### config.mk
export PLATFORM = sky130hd
export DESIGN_NAME = touch_key_debounce_repeat_flat
export DESIGN_NICKNAME = d
export VERILOG_FILES = /design/src/rtl/tkd_pkg.sv /design/src/rtl/tkd_scan_if.sv /design/src/rtl/tkd_key_if.sv /design/src/rtl/tkd_cfg.sv /design/src/rtl/tkd_core.sv /design/src/rtl/tkd_out_buf.sv /design/src/rtl/touch_key_debounce_repeat.sv /design/src/flat_wrapper.sv
export SDC_FILE = /design/constraint.sdc
export NUM_CORES = 1
export LEC_CHECK = 0
export BUFFER_PORTS_ARGS = -buffer_cell sky130_fd_sc_hd__buf_2
export CORE_MARGIN = 8
export CORE_UTILIZATION = 55
export DETAILED_ROUTE_END_ITERATION = 8
export PLACE_DENSITY = 0.75
export SYNTH_ARGS = -nofsm -noshare
export SYNTH_HDL_FRONTEND = slang
export SYNTH_SLANG_ARGS = --single-unit
### constraint.sdc
create_clock -name clk -period 5.1 [get_ports clk]
set_input_delay 0.765 -clock clk [delete_from_list [all_inputs] [get_ports clk]]
set_output_delay 0.765 -clock clk [all_outputs]
set_load 0.01 [all_outputs]
### src/rtl/tkd_pkg.sv
// ----------------------------------------------------------------------------
// tkd_pkg
// Shared types and constants for the touch key debounce and repeat block.
// ----------------------------------------------------------------------------
`default_nettype none

package tkd_pkg;

    // Width of the internal time arithmetic (wraps modulo 2^TIME_BITS)
    localparam int TIME_BITS = 32;

    // Configuration register indexes
    localparam logic [1:0] CFG_KEYPAD_LOCK    = 2'd0;
    localparam logic [1:0] CFG_NONE_THRESHOLD = 2'd1;
    localparam logic [1:0] CFG_DEBOUNCE_MS    = 2'd2;
    localparam logic [1:0] CFG_REPEAT_GAP_MS  = 2'd3;

    // Reset values of the configuration registers
    localparam logic [7:0]  RST_NONE_THRESHOLD = 8'd13;
    localparam logic [7:0]  RST_DEBOUNCE_MS    = 8'd10;
    localparam logic [15:0] RST_REPEAT_GAP_MS  = 16'd250;

    // Channel code meaning "no code seen yet" or "no last key"
    localparam logic [7:0] CODE_NONE = 8'hFF;

    typedef logic [TIME_BITS-1:0] time_t;

    typedef struct packed {
        logic        keypad_lock;
        logic [7:0]  none_threshold;
        logic [7:0]  debounce_ms;
        logic [15:0] repeat_gap_ms;
    } cfg_t;

    typedef struct packed {
        logic [7:0]  key_channel;
        logic        key_valid;
        logic [31:0] key_time;
    } res_t;

endpackage

`default_nettype wire

### src/rtl/tkd_scan_if.sv
// ----------------------------------------------------------------------------
// tkd_scan_if
// Channel carrying one keypad scan item: time stamp and touched channel.
// ----------------------------------------------------------------------------
`default_nettype none

interface tkd_scan_if;
    logic        valid;
    logic        ready;
    logic [31:0] now_ms;
    logic [7:0]  touch_code;

    modport source (output valid, output now_ms, output touch_code, input ready);
    modport sink   (input valid, input now_ms, input touch_code, output ready);
endinterface

`default_nettype wire

### src/rtl/tkd_key_if.sv
// ----------------------------------------------------------------------------
// tkd_key_if
// Channel carrying one key state item per scan.
// ----------------------------------------------------------------------------
`default_nettype none

interface tkd_key_if;
    logic        valid;
    logic        ready;
    logic [7:0]  key_channel;
    logic        key_valid;
    logic [31:0] key_time;

    modport source (output valid, output key_channel, output key_valid,
                    output key_time, input ready);
    modport sink   (input valid, input key_channel, input key_valid,
                    input key_time, output ready);
endinterface

`default_nettype wire

### src/rtl/tkd_cfg.sv
// ----------------------------------------------------------------------------
// tkd_cfg
// Configuration register file written through a plain write port.
// ----------------------------------------------------------------------------
`default_nettype none

module tkd_cfg
    import tkd_pkg::*;
(
    input  wire logic        clk,
    input  wire logic        rst_n,
    input  wire logic        cfg_we,
    input  wire logic [1:0]  cfg_index,
    input  wire logic [15:0] cfg_data,
    output cfg_t             cfg
);

    cfg_t cfg_reg;
    cfg_t cfg_next;

    // Decode the write into the addressed register
    always_comb
    begin
        cfg_next = cfg_reg;
        if (cfg_we)
        begin
            unique case (cfg_index)
                CFG_KEYPAD_LOCK:    cfg_next.keypad_lock    = cfg_data[0];
                CFG_NONE_THRESHOLD: cfg_next.none_threshold = cfg_data[7:0];
                CFG_DEBOUNCE_MS:    cfg_next.debounce_ms    = cfg_data[7:0];
                CFG_REPEAT_GAP_MS:  cfg_next.repeat_gap_ms  = cfg_data;
                default:            cfg_next = cfg_reg;
            endcase
        end
    end

    always_ff @(posedge clk or negedge rst_n)
    begin
        if (!rst_n)
        begin
            cfg_reg.keypad_lock    <= 1'b0;
            cfg_reg.none_threshold <= RST_NONE_THRESHOLD;
            cfg_reg.debounce_ms    <= RST_DEBOUNCE_MS;
            cfg_reg.repeat_gap_ms  <= RST_REPEAT_GAP_MS;
        end
        else
        begin
            cfg_reg <= cfg_next;
        end
    end

    assign cfg = cfg_reg;

endmodule

`default_nettype wire

### src/rtl/tkd_core.sv
// ----------------------------------------------------------------------------
// tkd_core
// Debounce and repeat lockout state; updates once per accepted scan item and
// presents the new key state as the result of that item.
// ----------------------------------------------------------------------------
`default_nettype none

module tkd_core
    import tkd_pkg::*;
(
    input  wire logic        clk,
    input  wire logic        rst_n,
    input  wire cfg_t        cfg,
    input  wire logic        take,
    input  wire logic [31:0] now_ms,
    input  wire logic [7:0]  touch_code,
    output res_t             res
);

    logic [7:0] prev_code_reg,    prev_code_next;
    time_t      down_start_reg,   down_start_next;
    time_t      up_start_reg,     up_start_next;
    logic [7:0] cur_channel_reg,  cur_channel_next;
    logic       cur_valid_reg,    cur_valid_next;
    time_t      cur_time_reg,     cur_time_next;
    logic [7:0] last_channel_reg, last_channel_next;
    time_t      last_time_reg,    last_time_next;

    time_t      now;
    logic [7:0] prev_eff;
    logic       touched;
    time_t      el_down;
    time_t      el_up;
    time_t      el_last;
    time_t      deb;
    time_t      gap;

    assign now      = time_t'(now_ms);
    assign prev_eff = (prev_code_reg == CODE_NONE) ? touch_code : prev_code_reg;
    assign touched  = touch_code < cfg.none_threshold;
    assign el_down  = now - down_start_reg;
    assign el_up    = now - up_start_reg;
    assign el_last  = now - last_time_reg;
    assign deb      = time_t'(cfg.debounce_ms);
    assign gap      = time_t'(cfg.repeat_gap_ms);

    // Work out the state after this scan
    always_comb
    begin
        prev_code_next    = prev_eff;
        down_start_next   = down_start_reg;
        up_start_next     = up_start_reg;
        cur_channel_next  = cur_channel_reg;
        cur_valid_next    = cur_valid_reg;
        cur_time_next     = cur_time_reg;
        last_channel_next = last_channel_reg;
        last_time_next    = last_time_reg;

        priority if (cfg.keypad_lock)
        begin
            // Locked: drop the key, track release start only
            cur_valid_next = 1'b0;
            if (touched)
            begin
                up_start_next = '0;
            end
            else
            begin
                down_start_next = '0;
                if (up_start_reg == '0)
                begin
                    up_start_next = now;
                end
            end
        end
        else if (touched)
        begin
            up_start_next = '0;
            if (touch_code != prev_eff)
            begin
                prev_code_next  = touch_code;
                down_start_next = now;
            end
            else if (down_start_reg != '0 && el_down > deb)
            begin
                down_start_next = '0;
                // Same key as the last one must wait out the repeat gap
                if (last_channel_reg != touch_code || el_last > gap)
                begin
                    cur_channel_next = touch_code;
                    cur_valid_next   = 1'b1;
                    cur_time_next    = now;
                end
            end
        end
        else
        begin
            down_start_next = '0;
            if (cur_time_reg == '0)
            begin
                cur_time_next = now;
            end
            if (touch_code != prev_eff)
            begin
                up_start_next  = now;
                prev_code_next = touch_code;
            end
            else if (up_start_reg != '0 && el_up > deb)
            begin
                // Release settled: save the key as the last one
                up_start_next     = '0;
                last_channel_next = cur_channel_reg;
                last_time_next    = cur_time_next;
                cur_valid_next    = 1'b0;
                cur_time_next     = now;
            end
        end
    end

    // Advance the state on each accepted item
    always_ff @(posedge clk or negedge rst_n)
    begin
        if (!rst_n)
        begin
            prev_code_reg    <= CODE_NONE;
            down_start_reg   <= '0;
            up_start_reg     <= '0;
            cur_channel_reg  <= '0;
            cur_valid_reg    <= 1'b0;
            cur_time_reg     <= '0;
            last_channel_reg <= CODE_NONE;
            last_time_reg    <= '0;
        end
        else if (take)
        begin
            prev_code_reg    <= prev_code_next;
            down_start_reg   <= down_start_next;
            up_start_reg     <= up_start_next;
            cur_channel_reg  <= cur_channel_next;
            cur_valid_reg    <= cur_valid_next;
            cur_time_reg     <= cur_time_next;
            last_channel_reg <= last_channel_next;
            last_time_reg    <= last_time_next;
        end
    end

    // Result of this item is the new key state
    assign res.key_channel = cur_channel_next;
    assign res.key_valid   = cur_valid_next;
    assign res.key_time    = 32'(cur_time_next);

    // A locked scan always leaves the key cleared
    a_lock_clears: assert property (@(posedge clk) disable iff (!rst_n)
        take && cfg.keypad_lock |=> !cur_valid_reg)
        else $error("key valid after locked scan");

    // A touch never leaves release timing running
    a_touch_stops_up: assert property (@(posedge clk) disable iff (!rst_n)
        take && touched |=> up_start_reg == '0)
        else $error("release timer running after touch");

endmodule

`default_nettype wire

### src/rtl/tkd_out_buf.sv
// ----------------------------------------------------------------------------
// tkd_out_buf
// Result register with a skid stage, so a new item is taken while the
// previous result still waits at the output.
// ----------------------------------------------------------------------------
`default_nettype none

module tkd_out_buf
    import tkd_pkg::*;
(
    input  wire logic clk,
    input  wire logic rst_n,
    input  wire logic push,
    input  wire res_t push_data,
    output logic      can_push,
    output logic      out_valid,
    input  wire logic out_ready,
    output res_t      out_data
);

    logic out_valid_reg,  out_valid_next;
    logic skid_valid_reg, skid_valid_next;
    res_t out_data_reg,   out_data_next;
    res_t skid_data_reg,  skid_data_next;
    logic pop;

    assign pop      = out_valid_reg && out_ready;
    assign can_push = !skid_valid_reg;

    // Move items between input, skid and output stage
    always_comb
    begin
        out_valid_next  = out_valid_reg;
        skid_valid_next = skid_valid_reg;
        out_data_next   = out_data_reg;
        skid_data_next  = skid_data_reg;
        if (skid_valid_reg)
        begin
            if (pop)
            begin
                out_data_next   = skid_data_reg;
                skid_valid_next = 1'b0;
            end
        end
        else if (push)
        begin
            if (!out_valid_reg || pop)
            begin
                out_data_next  = push_data;
                out_valid_next = 1'b1;
            end
            else
            begin
                skid_data_next  = push_data;
                skid_valid_next = 1'b1;
            end
        end
        else if (pop)
        begin
            out_valid_next = 1'b0;
        end
    end

    always_ff @(posedge clk or negedge rst_n)
    begin
        if (!rst_n)
        begin
            out_valid_reg  <= 1'b0;
            skid_valid_reg <= 1'b0;
        end
        else
        begin
            out_valid_reg  <= out_valid_next;
            skid_valid_reg <= skid_valid_next;
        end
    end

    // Hold payload, no reset needed
    always_ff @(posedge clk)
    begin
        out_data_reg  <= out_data_next;
        skid_data_reg <= skid_data_next;
    end

    assign out_valid = out_valid_reg;
    assign out_data  = out_data_reg;

    a_skid_behind_out: assert property (@(posedge clk) disable iff (!rst_n)
        skid_valid_reg |-> out_valid_reg)
        else $error("skid holds an item with the output empty");

    a_stall_to_skid: assert property (@(posedge clk) disable iff (!rst_n)
        push && out_valid_reg && !out_ready |=> skid_valid_reg)
        else $error("item lost on a stalled output");

    a_skid_refill: assert property (@(posedge clk) disable iff (!rst_n)
        skid_valid_reg && pop |=> out_valid_reg && !skid_valid_reg)
        else $error("skid item not moved to output");

endmodule

`default_nettype wire

### src/rtl/touch_key_debounce_repeat.sv
// ----------------------------------------------------------------------------
// touch_key_debounce_repeat
// Touch keypad debounce with repeat lockout: one key state item per scan.
//
//   channel  direction  payload                              handshake
//   scan     in         now_ms[31:0], touch_code[7:0]        valid/ready
//   key      out        key_channel[7:0], key_valid,         valid/ready
//                       key_time[31:0]
//   cfg      in         cfg_index[1:0], cfg_data[15:0]       cfg_we only
//
// One scan item is taken per cycle while scan.ready is high; its result is
// registered in the output or skid stage. The state update for a scan is
// one pass of compares and 32-bit subtractions between the state registers.
// The output stage holds two results, so scan.ready drops only when the
// key side has stalled with both held. Reset clears all state and loads the
// configuration defaults; no clearing pass is needed.
// ----------------------------------------------------------------------------
`default_nettype none

module touch_key_debounce_repeat
    import tkd_pkg::*;
(
    input  wire logic        clk,
    input  wire logic        rst_n,
    input  wire logic        cfg_we,
    input  wire logic [1:0]  cfg_index,
    input  wire logic [15:0] cfg_data,
    tkd_scan_if.sink         scan,
    tkd_key_if.source        key
);

    cfg_t cfg;
    res_t res;
    res_t out_data;
    logic take;
    logic can_push;
    logic out_valid;

    assign take       = scan.valid && can_push;
    assign scan.ready = can_push;

    // Configuration registers
    tkd_cfg u_cfg (
        .clk       (clk),
        .rst_n     (rst_n),
        .cfg_we    (cfg_we),
        .cfg_index (cfg_index),
        .cfg_data  (cfg_data),
        .cfg       (cfg)
    );

    // Debounce and lockout state
    tkd_core u_core (
        .clk        (clk),
        .rst_n      (rst_n),
        .cfg        (cfg),
        .take       (take),
        .now_ms     (scan.now_ms),
        .touch_code (scan.touch_code),
        .res        (res)
    );

    // Result register and skid stage
    tkd_out_buf u_out (
        .clk       (clk),
        .rst_n     (rst_n),
        .push      (take),
        .push_data (res),
        .can_push  (can_push),
        .out_valid (out_valid),
        .out_ready (key.ready),
        .out_data  (out_data)
    );

    assign key.valid       = out_valid;
    assign key.key_channel = out_data.key_channel;
    assign key.key_valid   = out_data.key_valid;
    assign key.key_time    = out_data.key_time;

endmodule

`default_nettype wire

### src/flat_wrapper.sv
// flat-port wrapper written by rule: the top's interface ports become plain ports
module touch_key_debounce_repeat_flat import tkd_pkg::*;
  (clk, rst_n, cfg_we, cfg_index, cfg_data, scan_valid, scan_now_ms, scan_touch_code, scan_ready, key_valid, key_key_channel, key_key_valid, key_key_time, key_ready);
  tkd_scan_if scan_i ();
  tkd_key_if key_i ();
  input  wire logic clk;
  input  wire logic rst_n;
  input  wire logic cfg_we;
  input  wire logic [1:0] cfg_index;
  input  wire logic [15:0] cfg_data;
  input wire logic [$bits(scan_i.valid)-1:0] scan_valid;
  input wire logic [$bits(scan_i.now_ms)-1:0] scan_now_ms;
  input wire logic [$bits(scan_i.touch_code)-1:0] scan_touch_code;
  output wire logic [$bits(scan_i.ready)-1:0] scan_ready;
  output wire logic [$bits(key_i.valid)-1:0] key_valid;
  output wire logic [$bits(key_i.key_channel)-1:0] key_key_channel;
  output wire logic [$bits(key_i.key_valid)-1:0] key_key_valid;
  output wire logic [$bits(key_i.key_time)-1:0] key_key_time;
  input wire logic [$bits(key_i.ready)-1:0] key_ready;
  assign scan_i.valid = scan_valid;
  assign scan_i.now_ms = scan_now_ms;
  assign scan_i.touch_code = scan_touch_code;
  assign scan_ready = scan_i.ready;
  assign key_valid = key_i.valid;
  assign key_key_channel = key_i.key_channel;
  assign key_key_valid = key_i.key_valid;
  assign key_key_time = key_i.key_time;
  assign key_i.ready = key_ready;
  touch_key_debounce_repeat u_core (.clk(clk), .rst_n(rst_n), .cfg_we(cfg_we), .cfg_index(cfg_index), .cfg_data(cfg_data), .scan(scan_i), .key(key_i));
endmodule
==> results of run 1 <==
## area by class of cell
cell class	instances	area, um2
fill	2545	10280
clock buffer	49	934.6
tap	455	569.3
sequential	270	7204
inverter	196	748.2
multi-input combinational	1609	11950
timing repair buffer	364	2751
clock inverter	9	188.9
## critical path, cell delays in order (launching register included)
cell and delay (ns):
sky130_fd_sc_hd__dfrtp_1 0.40, sky130_fd_sc_hd__inv_2 0.09, sky130_fd_sc_hd__ha_4 0.20, sky130_fd_sc_hd__o211ai_1 0.31
sky130_fd_sc_hd__a21oi_4 0.05, sky130_fd_sc_hd__buf_4 0.15, sky130_fd_sc_hd__o2111a_1 0.25, sky130_fd_sc_hd__or2_2 0.30
sky130_fd_sc_hd__nor2_2 0.11, sky130_fd_sc_hd__xnor2_1 0.13, sky130_fd_sc_hd__ha_1 0.27, sky130_fd_sc_hd__nand4_1 0.17
sky130_fd_sc_hd__nor3_2 0.06, sky130_fd_sc_hd__a21boi_1 0.12, sky130_fd_sc_hd__or4_1 0.50, sky130_fd_sc_hd__a211oi_2 0.22
sky130_fd_sc_hd__o2111ai_2 0.16, sky130_fd_sc_hd__nor4_2 0.18, sky130_fd_sc_hd__and4b_2 0.30, sky130_fd_sc_hd__nor4_4 0.08
sky130_fd_sc_hd__nor2_4 0.17, sky130_fd_sc_hd__buf_6 0.14, sky130_fd_sc_hd__buf_12 0.17, sky130_fd_sc_hd__o32ai_2 0.12
sky130_fd_sc_hd__a221oi_2 0.30
## cell families (layout without fill, tap and decap cells)
group | count (synthesis) | count (layout)
adders and majority gates | 135 | 135
AOI/OAI and AO/OA | 698 | 698
muxes | 95 | 95
buffers and inverters | 304 | 618
DFF | 270 | 270
xor gates and xnor gates | 58 | 58
and+or+nand+nor | 623 | 623
## stage by stage
step / power (mW) / setup WS, ns / TNS [ns] / cell area, um2 / hold slack, ns
after floorplan: 8.579 / -0.06044 / -0.6524 / 19520 / 0.4479
after global placement: 11.11 / -0.7362 / -99.85 / 22060 / 0.4684
after detailed placement: 11.34 / -0.7639 / -115.81 / 22060 / 0.4743
after CTS: 13.91 / -0.1309 / -3.093 / 23370 / 0.3419
after global routing: 15.60 / -0.2761 / -11.63 / 24350 / 0.3754
final: 14.80 / -0.05322 / -0.3622 / 24350 / 0.3233
## power groups by stage
| stage | registers, mW | clock network (mW) | logic (mW) |
|---|---|---|---|
| CTS | 3.82 | 2.46 | 7.63 |
| finish | 3.93 | 2.46 | 8.41 |
| detailed placement | 3.84 | 0 | 7.51 |
| global route | 3.98 | 2.54 | 9.08 |
| global placement | 3.81 | 0 | 7.30 |
| floorplan | 3.71 | 0 | 4.87 |
## layer usage
metal | up-vias | wire length, um | track usage
li1 | 8629 | - | -
met5 | - | 0 | 0
met4 | 0 | 4491 | 0.1577
met2 | 1183 | 30470 | 0.4815
met3 | 241 | 7166 | 0.05792
met1 | 9406 | 28230 | 0.4235
## worst max-delay path by stage
stage / to / cells after the start / slack, ns / from
floorplan: u_core.u_out.out_data[40]$_DFFE_PP_ / 26 / -0.06 / scan_now_ms[0]
global placement: u_core.u_out.out_data[36]$_DFFE_PP_ / 27 / -0.74 / scan_now_ms[0]
detailed placement: u_core.u_out.out_data[14]$_DFFE_PP_ / 28 / -0.76 / scan_now_ms[0]
CTS: u_core.u_out.out_data[34]$_DFFE_PP_ / 25 / -0.13 / u_core.u_core.last_time_reg[0]$_DFFE_PN0P_
global route: u_core.u_out.out_data[28]$_DFFE_PP_ / 28 / -0.28 / u_core.u_core.last_time_reg[0]$_DFFE_PN0P_
finish: u_core.u_out.out_data[3]$_DFFE_PP_ / 24 / -0.05 / u_core.u_core.last_time_reg[3]$_DFFE_PN0P_
## cells in the final DEF, fill, tap and decap left out, drive strengths merged, types with 9 or more instances in the layout
| cell | count |
|---|---|
| xnor2 | 29 |
| nor2b | 40 |
| a221oi | 35 |
| mux2 | 57 |
| xor2 | 29 |
| and2 | 10 |
| dfrtp | 161 |
| nand4 | 53 |
| o21bai | 11 |
| a211oi | 20 |
| nor3 | 53 |
| nand2 | 150 |
| clkbuf | 54 |
| a21oi | 265 |
| a22o | 33 |
| edfxtp | 82 |
| o21a | 20 |
| nand3 | 29 |
| a31oi | 19 |
| dfstp | 27 |
| mux2i | 38 |
| o32ai | 29 |
| o21ai | 121 |
| a21o | 33 |
| nand2b | 15 |
| o2111ai | 9 |
| buf | 359 |
| nor2 | 183 |
| or3 | 11 |
| ha | 132 |
| o211ai | 17 |
| nor4 | 31 |
| inv | 196 |
| or2 | 9 |
| and3 | 12 |
## repair_timing
action / 4_1_cts / 5_1_grt
gates cloned: 1 / 5
hold buffers: 0 / 0
resized for setup: 13 / 140
hold endpoints to repair: 0 / 0
pin swaps: 23 / 77
setup buffers: 10 / 15
setup endpoints to repair: 74 / 227
==> qor.csv, run 1 <==
stage,metric,value,unit
critical_path,criticalPathCategory,flip-flop to flip-flop,
yosys,synth_top_cell_area_share,0.2080,
critical_path,timing.critical_path.from_type,flip-flop,
routing,via_per_inst,6.592,
sta,skew_final,0.03649,ns
die,coreArea,34630,um2
critical_path,cp.required,5.51,ns
critical_path,regToRegEndpoint,u_core.u_out.out_data[3]$_DFFE_PP_,
yosys,synth_cells,2183,
pwr,power.leakage,10.48,nW
sta,finalMaxSlewViolations,0,
layout,layout.core_utilization,0.7031,
routing,route.detailed.drc,0,
yosys,synth.distinct_cells,88,
sta,post-route-min-period,5.153,ns
pwr,power_frac_clock,0.166,
die,fp.dieW,203.7,um
die,placementRows,68,
critical_path,ff2ff_path_depth,24,
cts,clock_tree.root_cell,sky130_fd_sc_hd__clkbuf_16,
pwr,swShare,0.4438,
pwr,p_comb_frac,0.568,
yosys,syn_nets,2381,
sta,maxSlewHeadroom,0.2735,
pwr,peak_vdd_ir,0.4182,mV
routing,detail_route.first_pass.iterations,6,
critical_path,crit_path_max_fanout,8,
sta,period_share,1.010,
yosys,post-synth-top-count-cell,sky130_fd_sc_hd__a21oi_1,
global_routing,first_pass_grt_wire_length,104200,um
sta,hold_viol_final,0,
yosys,synth_edf_count,82,
pwr,powerDensity,607.8,nW/um2
yosys,biggest_area_consumer_among_synthesized_cells,sky130_fd_sc_hd__dfrtp_1,
global_routing,grt_usage,0.3147,
critical_path,regToRegStartpoint,u_core.u_core.last_time_reg[3]$_DFFE_PN0P_,
outcome,violations,negative setup slack,
global_routing,maximum_number_of_pins_on_one_net_before_global_route_repair,107,
placed_design,post-dp-hpwl,49890,um
yosys,synth_area_per_cell,8.873,um2
outcome,status,"finished, violations left",
global_routing,antenna_violations_before_repair,1,
sta,setup_violations,18,
yosys,synthesis.yosys.warnings,0,
sta,worst-slew-pin-transition,1.086,ns
yosys,post_synth_mux_area_share,0.05277,
yosys,post_synth_instance_area,19370,um2
cts,tritoncts_num_sinks,270,
placed_design,placement.io_buffers,105,
cts,clock_latency,0.61,ns
cts,h-tree-depth,1,
global_routing,globalRoute.totalOverflow,0,
run,cap_viol_max_count,0,
layout,final_layout_size_suffix_gt1_frac,0.2615,
yosys,synth_area_leaders,"sky130_fd_sc_hd__dfrtp_1 21%, sky130_fd_sc_hd__edfxtp_1 13%, sky130_fd_sc_hd__ha_1 8.5%",
yosys,synth_compound_area_frac,0.2434,
routing,drt_wl_total,70350,um
critical_path,arrival,5.56,ns
cts,ctsLongestPathBuffers,3,
pwr,power_frac_seq,0.265,
cts,tritoncts.num_buffers,31,
layout,layout.cells.non_filler,2952,
layout,number_of_antenna_diodes,0,
pwr,cell_internal_pwr,8.232,mW
yosys,register_bit_count_reported_by_yosys,270,
routing,detail_route.iter0.violations,2319,
routing,final_antenna_net_count,0,
yosys,yosys.area_share.simple,0.1562,
die,floorplan.die_area,41480,um2
global_routing,vias_in_the_first_global_route,18510,
yosys,main_combinational_cell_family_by_area_after_synthesis,compound AO/OA/AOI/OAI gates,
yosys,synth-seq-area-share,0.3717,
min_path,hold_path_class,input pin to async pin,
critical_path,reg2reg_setup_slack,-0.05,ns
cts,tritoncts_clock_tree,done,
yosys,synth_ff_type,sky130_fd_sc_hd__dfrtp_1,
placed_design,gp_congestion,0.9803,
die,die_height,203.7,um
layout,area_growth_from_synthesis_to_final_layout,25.70,%
die,pin_count,106,
die,initial_utilization,0.5594,
cts,clk_pin_slew_worst_paths,0.06,ns
sta,setup_ws,-0.05322,ns
yosys,synth-adder-area-share,0.08837,
yosys,synth_xor_area_frac,0.02623,
placed_design,dpl.cell_count,2864,
layout,design.final.nets,2670,
pwr,netSwitchingPower,6.567,mW
sta,clock.fmax,194.1,MHz
routing,routed-via-count,19459,
routing,detail_route.wl_per_cell,23.83,um
sta,grt_setup_unrepaired,yes,
yosys,synthTopCellsByCount,"265 x sky130_fd_sc_hd__a21oi_1, 193 x sky130_fd_sc_hd__inv_1, 182 x sky130_fd_sc_hd__nor2_1",
yosys,ys_async_sr_fraction,0.6963,
critical_path,timing.critical_path.to_type,flip-flop,
No activity file was read; power rests on OpenSTA's default activity.
==> inputs of run 2 (changes only) <==
- CTS_BUF_LIST: unset -> sky130_fd_sc_hd__clkbuf_2
==> qor.csv, run 2 (synthesis gave the netlist of run 1 again) <==
stage,metric,value,unit,change
die,fp.dieW,203.7,um,unchanged
routing,final_antenna_net_count,0,,unchanged
routing,routed-via-count,19592,,+0.68%
placed_design,placement.io_buffers,105,,unchanged
sta,setup_violations,16,,-2
die,initial_utilization,0.5594,,unchanged
critical_path,regToRegEndpoint,u_core.u_out.out_data[27]$_DFFE_PP_,,
cts,ctsLongestPathBuffers,3,,unchanged
sta,finalMaxSlewViolations,0,,unchanged
pwr,powerDensity,584.5,nW/um2,-3.8%
critical_path,regToRegStartpoint,u_core.u_core.last_time_reg[3]$_DFFE_PN0P_,,
layout,area_growth_from_synthesis_to_final_layout,23.93,%,
routing,met1_length,27740,um,-1.7%
sta,period_share,1.018,,+0.007074
routing,detail_route.first_pass.iterations,9,,+3
sta,maxSlewHeadroom,0.2569,,-0.01657
cts,tritoncts_num_sinks,270,,unchanged
sta,post-route-min-period,5.189,ns,+0.03608 ns
routing,drt_wl_total,70480,um,+0.19%
critical_path,criticalPathCategory,flip-flop to flip-flop,,
run,cap_viol_max_count,0,,unchanged
global_routing,vias_in_the_first_global_route,18717,,+1.1%
die,pin_count,106,,unchanged
routing,wl_met3,7925,um,+11%
sta,tns,-0.3342,ns,+0.02803 ns
routing,routed-wl-met2,30490,um,about the same
critical_path,timing.critical_path.from_type,flip-flop,,
critical_path,startpoint,u_core.u_core.last_time_reg[3]$_DFFE_PN0P_,,
placed_design,dpl_worst_slack,-0.7639,ns,unchanged
layout,layout.cells.non_filler,3031,,+2.7%
outcome,status,"finished, violations left",,
sta,hold_viol_final,0,,unchanged
routing,route.detailed.drc,0,,unchanged
critical_path,timing.critical_path.to_type,flip-flop,,
pwr,post-layout-total-power,14.03,mW,-5.2%
die,die_height,203.7,um,unchanged
global_routing,antenna_violations_before_repair,1,,unchanged
min_path,hold_path_class,input pin to flip-flop,,
routing,detail_route.wl_per_cell,23.25,um,-2.4%
global_routing,maximum_number_of_pins_on_one_net_before_global_route_repair,107,,unchanged
critical_path,ff2ff_path_depth,24,,unchanged
die,coreArea,34630,um2,unchanged
sta,grt_setup_unrepaired,yes,,
routing,via_per_inst,6.464,,-1.9%
critical_path,cp.required,5.90,ns,+0.39 ns
die,floorplan.die_area,41480,um2,unchanged
cts,clk_pin_slew_worst_paths,0.10,ns,+0.04 ns
layout,design.final.nets,2715,,+1.7%
cts,h-tree-depth,3,,+2
placed_design,postPlaceCellArea,22060,um2,unchanged
layout,finalInstanceArea,24000,um2,-1.4%
placed_design,gp_congestion,0.9803,,unchanged
critical_path,crit_path_max_fanout,8,,unchanged
placed_design,post-dp-hpwl,49890,um,unchanged
sta,worst-slew-pin-transition,1.111,ns,+0.02478 ns
die,placementRows,68,,unchanged
outcome,violations,negative setup slack,,
sta,clock.fmax,192.7,MHz,-0.70%
cts,tritoncts.num_buffers,73,,+140%
cts,tritoncts_clock_tree,done,,
sta,setup_ws,-0.08929,ns,-0.03608 ns
critical_path,timing.critical_path.to,u_core.u_out.out_data[27]$_DFFE_PP_,,
global_routing,grt_usage,0.3168,,+0.002107
critical_path,reg2reg_setup_slack,-0.09,ns,-0.04 ns
critical_path,arrival,5.99,ns,+0.43 ns
sta,skew_final,0.1499,ns,+0.1134 ns
cts,clock_latency,1.04,ns,+0.43 ns
pwr,power.leakage,10.51,nW,+0.25%
routing,dr.max_layer_used,met4,,
layout,final_layout_size_suffix_gt1_frac,0.2804,,+0.01887
global_routing,first_pass_grt_wire_length,103900,um,-0.31%
layout,most_common_library_cell_in_the_layout_ignoring_fill_and_taps,sky130_fd_sc_hd__a21oi_1,,
placed_design,dpl.cell_count,2864,,unchanged
cts,clock_tree.root_cell,sky130_fd_sc_hd__clkbuf_2,,
routing,detail_route.iter0.violations,2243,,-3.3%
layout,most-common-layout-cells,"235 x sky130_fd_sc_hd__a21oi_1, 231 x sky130_fd_sc_hd__buf_4, 192 x sky130_fd_sc_hd__inv_1",,
global_routing,globalRoute.totalOverflow,0,,unchanged
pwr,peak_vdd_ir,0.4190,mV,+0.20%
run 2: cell count changes in the layout (fill, tap and decap cells not counted), sizes merged:
cell / previous run / this run
buf: 359 / 360
bufinv: 5 / 2
dlygate4sd3: 0 / 2
inv: 196 / 199
diode: 0 / 1
clkinv: 4 / 18
clkbuf: 54 / 115
run 2: through the flow:
step                  util  hold WS (ns)
CTS                 0.6643       0.02141
finish              0.6932       0.08984
global placement    0.6369        0.4684
global route        0.6932       0.04981
floorplan                -        0.4479
detailed placement  0.6369        0.4743
run 2: metal layers:
layer / GRT usage / up-vias
met5: 0 / -
met4: 0.1772 / 0
met3: 0.06934 / 236
met2: 0.4763 / 1218
met1: 0.4194 / 9367
li1: - / 8771
run 2: area by class of cell:
cell class / instances / area, um2
inverter: 196 / 748.2
antenna: 1 / 2.502
timing repair buffer: 367 / 2808
clock inverter: 23 / 165.2
fill: 2630 / 10620
tap: 455 / 569.3
multi-input combinational: 1609 / 11960
sequential: 270 / 7203
clock buffer: 110 / 550.5
run 2: worst max-delay path, stage by stage, from the launching register on:
cell                        delay (ns)
sky130_fd_sc_hd__dfrtp_1          0.41
sky130_fd_sc_hd__inv_1            0.11
sky130_fd_sc_hd__ha_4             0.22
sky130_fd_sc_hd__o211ai_1         0.30
sky130_fd_sc_hd__a21oi_4          0.06
sky130_fd_sc_hd__buf_4            0.15
sky130_fd_sc_hd__o2111a_1         0.26
sky130_fd_sc_hd__or2_2            0.30
sky130_fd_sc_hd__nor2_2           0.11
sky130_fd_sc_hd__xnor2_1          0.14
sky130_fd_sc_hd__ha_1             0.27
sky130_fd_sc_hd__nand4_1          0.17
sky130_fd_sc_hd__nor3_2           0.06
sky130_fd_sc_hd__a21boi_1         0.12
sky130_fd_sc_hd__or4_1            0.50
sky130_fd_sc_hd__a211oi_2         0.22
sky130_fd_sc_hd__o2111ai_2        0.16
sky130_fd_sc_hd__nor4_2           0.18
sky130_fd_sc_hd__and4b_2          0.30
sky130_fd_sc_hd__nor4_4           0.08
sky130_fd_sc_hd__nor2_4           0.22
sky130_fd_sc_hd__buf_6            0.16
sky130_fd_sc_hd__clkbuf_16        0.19
sky130_fd_sc_hd__o32ai_4          0.12
sky130_fd_sc_hd__a221oi_2         0.28
run 2: how the worst min path moves through the flow:
stage	slack, ns	to	cells after the start	start
final	0.09	u_core.u_cfg.cfg[3]$_DFFE_PN1P_	2	cfg_data[3]
after global routing	0.05	u_core.u_cfg.cfg[11]$_DFFE_PN0P_	2	cfg_data[11]
after CTS	0.02	u_core.u_cfg.cfg[14]$_DFFE_PN0P_	2	cfg_data[14]
after detailed placement	0.47	u_core.u_core.cur_valid_reg$_DFFE_PN0P_	2	u_core.u_core.cur_valid_reg$_DFFE_PN0P_
after global placement	0.47	u_core.u_core.cur_valid_reg$_DFFE_PN0P_	2	u_core.u_core.cur_valid_reg$_DFFE_PN0P_
after floorplan	0.45	u_core.u_core.cur_valid_reg$_DFFE_PN0P_	2	u_core.u_core.cur_valid_reg$_DFFE_PN0P_
run 2: report_power, final:
part	internal (mW)	total, mW	switching, mW
combinational	3.56	8.40	4.84
clock	0.690	1.71	1.02
sequential	3.17	3.91	0.750
total	7.42	14.0	6.61
run 2: repair_timing:
| item | CTS | global route |
|---|---|---|
| gates resized for setup | 14 | 132 |
| cloned | 2 | 5 |
| hold endpoints to repair | 100 | 0 |
| setup buffers | 8 | 16 |
| pin swaps | 25 | 59 |
| hold buffers | 2 | 0 |
| endpoints found under the setup margin | 71 | 216 |
